===== src/gcr_pkg.sv =====
// Shared types, constants and the constant log2 table for the gamma correction block.
`default_nettype none

package gcr_pkg;

   // Fixed widths of the pixel fields and registers.
   localparam int CH_W    = 8;
   localparam int GAMMA_W = 16;
   localparam int LOG_W   = 61;               // 3 integer bits, 58 fraction bits
   localparam int PROD_W  = LOG_W + GAMMA_W;  // exact gamma times log difference
   localparam int NUM_LANES = 3;

   localparam logic [GAMMA_W-1:0] GAMMA_ONE = 16'd4096;   // 1.0 in Q4.12
   localparam logic [CH_W-1:0]    CH_FULL   = 8'hFF;

   // Configuration register indexes.
   localparam logic [1:0] CSR_GAMMA      = 2'd0;
   localparam logic [1:0] CSR_PREV_GAMMA = 2'd1;
   localparam logic [1:0] CSR_DEPTH      = 2'd2;

   typedef logic [LOG_W-1:0] log_type;
   typedef log_type log_table_type [256];

   // What one lane hands to the merge stage.
   typedef struct packed {
      logic [CH_W-1:0] src;
      logic [CH_W-1:0] old;
      logic [CH_W-1:0] corr;
   } lane_res_type;

   // Truncated log2 in Q58 by repeated squaring of a Q62 mantissa.
   function automatic log_type log2_q58(input int unsigned n);
      int unsigned   k;
      logic [63:0]   m;
      logic [57:0]   frac;
      logic [127:0]  p;
      logic [63:0]   sq;
      k = 0;
      for (int j = 0; j < 7; j++) begin
         if ((n >> (k + 1)) != 0) k = k + 1;
      end
      m    = 64'(n) << (62 - k);
      frac = '0;
      for (int i = 0; i < 58; i++) begin
         p    = {64'b0, m} * {64'b0, m};
         sq   = p[125:62];
         frac = {frac[56:0], sq[63]};
         m    = sq[63] ? {1'b0, sq[63:1]} : sq;
      end
      return {3'(k), frac};
   endfunction

   function automatic log_table_type build_log_table();
      log_table_type t;
      for (int n = 0; n < 256; n++) t[n] = log2_q58(n);
      return t;
   endfunction

   localparam log_table_type LOG_TABLE = build_log_table();
   localparam log_type       LOG_FULL  = log2_q58(255);

endpackage

`default_nettype wire


===== src/gcr_merge.sv =====
// Merge stage: special cases, clamping, depth select and the output register.
`default_nettype none

module gcr_merge
   import gcr_pkg::*;
(
   input  wire logic                clock,
   input  wire logic                reset,
   input  wire logic                adv,
   input  wire logic                valid_in,
   input  wire logic [GAMMA_W-1:0]  gamma,
   input  wire logic [GAMMA_W-1:0]  prev_gamma,
   input  wire logic                depth_24,
   input  wire lane_res_type        lanes [NUM_LANES],
   output logic                     rsp_valid,
   output logic [CH_W-1:0]          out_ch [NUM_LANES]
);

   logic                rsp_valid_ff;
   logic [CH_W-1:0]     out_ff [NUM_LANES];
   logic [CH_W-1:0]     out_in [NUM_LANES];
   logic                clamp_black;
   logic                clamp_white;

   assign clamp_black = (gamma < prev_gamma) && (gamma < GAMMA_ONE);
   assign clamp_white = (gamma > prev_gamma) && (gamma > GAMMA_ONE);

   // Per channel final value.
   always_comb begin
      for (int c = 0; c < NUM_LANES; c++) begin
         priority if (lanes[c].src == '0) begin
            out_in[c] = '0;
         end else if (gamma == '0) begin
            out_in[c] = (lanes[c].src == CH_FULL) ? CH_FULL : '0;
         end else begin
            out_in[c] = lanes[c].corr;
         end
         if (out_in[c] > lanes[c].old && clamp_black) out_in[c] = '0;
         if (out_in[c] < lanes[c].old && clamp_white) out_in[c] = CH_FULL;
         if (!depth_24) out_in[c] = lanes[c].old;
      end
   end

   always_ff @(posedge clock) begin
      if (reset) begin
         rsp_valid_ff <= 1'b0;
      end else if (adv) begin
         rsp_valid_ff <= valid_in;
      end
   end

   always_ff @(posedge clock) begin
      if (adv) out_ff <= out_in;
   end

   assign rsp_valid = rsp_valid_ff;
   assign out_ch    = out_ff;

endmodule

`default_nettype wire


===== config.mk =====
export PLATFORM = sky130hd
export DESIGN_NAME = gcr_merge
export DESIGN_NICKNAME = d
export VERILOG_FILES = /design/src/gcr_pkg.sv /design/src/gcr_merge.sv
export SDC_FILE = /design/constraint.sdc
export NUM_CORES = 1
export LEC_CHECK = 0
export BUFFER_PORTS_ARGS = -buffer_cell sky130_fd_sc_hd__buf_4
export CAP_MARGIN = 20
export CORE_ASPECT_RATIO = 0.5
export CORE_MARGIN = 5
export CORE_UTILIZATION = 30
export DETAILED_ROUTE_END_ITERATION = 8
export HOLD_SLACK_MARGIN = 0.02
export PLACE_DENSITY = 0.66
export REMOVE_ABC_BUFFERS = 1
export SYNTH_ARGS = -nofsm -noshare
export SYNTH_HDL_FRONTEND = slang
export SYNTH_SLANG_ARGS = --single-unit

===== constraint.sdc =====
create_clock -name clock -period 8.9 [get_ports clock]
set_input_delay 0.89 -clock clock [delete_from_list [all_inputs] [get_ports clock]]
set_output_delay 0.89 -clock clock [all_outputs]
set_load 0.01 [all_outputs]

==> metrics.csv <==
metric,value,unit
Hold WS,510,ps
number of global-route vias before repair,3073,
Initial DRC Count,183,
post-route cell area,4370,um^2
met2 wire length,4.57,mm
Mean Syn Cell Area,8.38,um^2
P&R area growth vs syn,38.9,%
Max-cap violations,0,
CTS max path bufs,2,
Final period util,0.616,
gpl congestion,0.841,
final WL,9.04,mm
startpoint types,input port,
hold path start,rsp_valid$_SDFFE_PP0P_,
CP endpoint,out_ch[9]$_DFFE_PP_,
Pins Over Slew Limit,0,
PostCTS Resize Cnt,0,
DRT met1 WL,4.12,mm
final core occ,0.427,
clk sinks,25,
first-pass iteration count of the detailed router,4,
switching fraction of total power,0.298,
"commonest cells after routing, fill and taps aside","134 x buf_4, 64 x inv_1, 61 x ha_1",
Final Skew,0,ps
maximum vdd drop,0.0730,mV
Post-synth EDFFs,24,
power share of the clock group,0.241,
unrepaired setup endpoints after global routing,no,
Synth Flop Type,edfxtp_1,
TNS Setup,0,ps
CP startpoint,gamma[13],
"Seq/Total Area, Yosys",0.236,
post-synthesis async set-or-reset flop share,0,
I/O Buffers,133,
Sw Pwr,0.123,mW
Gate Count Post-Synth,375,
Root Driver,clkbuf_16,
WS Path Type,in2reg,
setup ws final,3420,ps
Die Wd,155,um
Logic pwr share,0.404,
LEAKAGE,2.17,nW
core area,10200,um^2
dpl hpwl,7.90,mm
dpl cells,640,
"Hold Violations, Final",0,
Placed Area,4290,um^2
gr usage total,0.136,
Detail Route met3 WL,275,um
internal power,0.291,mW
vias per cell,4.88,
r2r setup slk,8310,ps
yosys warns,0,
antenna violations before repair,0,
num rows,26,
post-layout min period,5480,ps
largest net degree at the start of global routing,26,
worst slew pin tran,774,ps
latest clock arrival within the worst-skew pair,260,ps
Routed Antenna Nets,0,
"most common cell after layout, fill and taps aside",buf_4,
worst r2r path cells,2,
via count,3145,
fin cells,644,
I/O Pins,134,
"Net count, final",675,
"Distinct cells, synth",42,
pwr dens,94.9,nW/um^2
Final Setup Violations,0,
"Req. time, crit path",8860,ps
# hold bufs at CTS,0,
CTS HTree Levels,1,
"Arr. time, crit path",5440,ps
CTS tree,yes,
Num CTS Buffers,3,
maximum clock rate,0.182,GHz
Die Height,82.4,um
Setup WS pre-CTS,3190,ps
share of cells above drive strength 1,0.298,
total gr overflow,0,
Syn Std Cell Area,3140,um^2
Reg2Reg Launch Point,rsp_valid$_SDFFE_PP0P_,
crit path max fanout,11,
crit end category,flop,
Rel. slew slack,0.482,
# DRC,0,
register bit total from synthesis,25,
run status,finished clean,
Clock transition at path regs,70,ps
per-cell routed wire length,14.0,um
Reg power frac,0.354,
die area,12700,um^2
HP Class,reg2reg,
top layer in use,met4,
Initial Util,0.308,
postcts setup bufs,0,
Tot Pwr,0.414,mW
worst reg2reg path endpoint,rsp_valid$_SDFFE_PP0P_,
# diodes,0,
first-pass GRT wire length,14.4,mm
## sequential cells by signal (all words and copies together), names as in the netlist
name / flops
out_ch: 24
rsp_valid: 1
## per-layer routing
layer,track usage,vias to the layer above
li1,-,1637
met1,0.175,1433
met2,0.255,69
met3,0.0135,6
met4,0.0194,0
met5,0,-
## worst min path at each step
stage                             end  slack (ps)  depth (start not counted)
2_1_floorplan  rsp_valid$_SDFFE_PP0P_         530                          2
3_3_place_gp   rsp_valid$_SDFFE_PP0P_         480                          2
3_5_place_dp   rsp_valid$_SDFFE_PP0P_         490                          2
4_1_cts        rsp_valid$_SDFFE_PP0P_         510                          2
5_1_grt        rsp_valid$_SDFFE_PP0P_         540                          2
6_report       rsp_valid$_SDFFE_PP0P_         510                          2
## power by group through the flow
| stage | clock (mW) | sequential, mW | combinational (mW) |
|---|---|---|---|
| 6_report | 0.100 | 0.147 | 0.167 |
| 3_3_place_gp | 0 | 0.150 | 0.165 |
| 3_5_place_dp | 0 | 0.150 | 0.168 |
| 2_1_floorplan | 0 | 0.156 | 0.0780 |
| 5_1_grt | 0.107 | 0.148 | 0.188 |
| 4_1_cts | 0.102 | 0.147 | 0.168 |
## cell families after synthesis
group	count (synthesis)	share of synthesized area
buffers and inverters	73	0.0884
adders and majority gates	61	0.243
muxes	1	0.00318
DFF	25	0.236
AOI/OAI and AO/OA	105	0.240
and+or+nand+nor	110	0.190
## layout make-up
type | instances | area [um^2]
Clock buffer | 4 | 78.8
Fill cell | 1056 | 5850
Inverter | 64 | 240
Multi-Input combinational cell | 277 | 2120
Sequential cell | 25 | 741
Tap cell | 140 | 175
Timing Repair Buffer | 134 | 1010
## cell usage after synthesis (2+ instances only)
cell type,n,area (um^2)
nor4_2,2,25.0
nand2b_1,2,12.5
nor2_1,18,67.6
a22oi_1,21,158
inv_1,64,240
nand2_1,34,128
a211o_1,2,17.5
buf_2,3,15.0
nor4_1,8,50.1
clkbuf_1,6,22.5
nor2b_1,8,50.1
o21a_1,25,188
and3_1,3,18.8
ha_1,61,763
nor3_1,3,15.0
or2_2,3,18.8
or3_1,2,12.5
o211ai_1,6,45.0
a21oi_1,29,145
nand4_1,16,100
o21ai_0,10,50.1
edfxtp_1,24,721
a31oi_1,2,12.5
nand3_1,5,25.0
## worst max-delay path, cell delays in order
cell and delay [ps]:
buf_4 120, or4_1 700, nor2_1 670, o21a_1 220, ha_1 140, nor2b_1 130
o211ai_1 80, a21oi_1 170, nor2_1 60, or4b_1 660, nand2_1 150, inv_1 50
ha_1 290, and3_1 160, nand3_1 150, o41ai_4 630, a22oi_1 170
No activity file was read; power rests on OpenSTA's default activity.
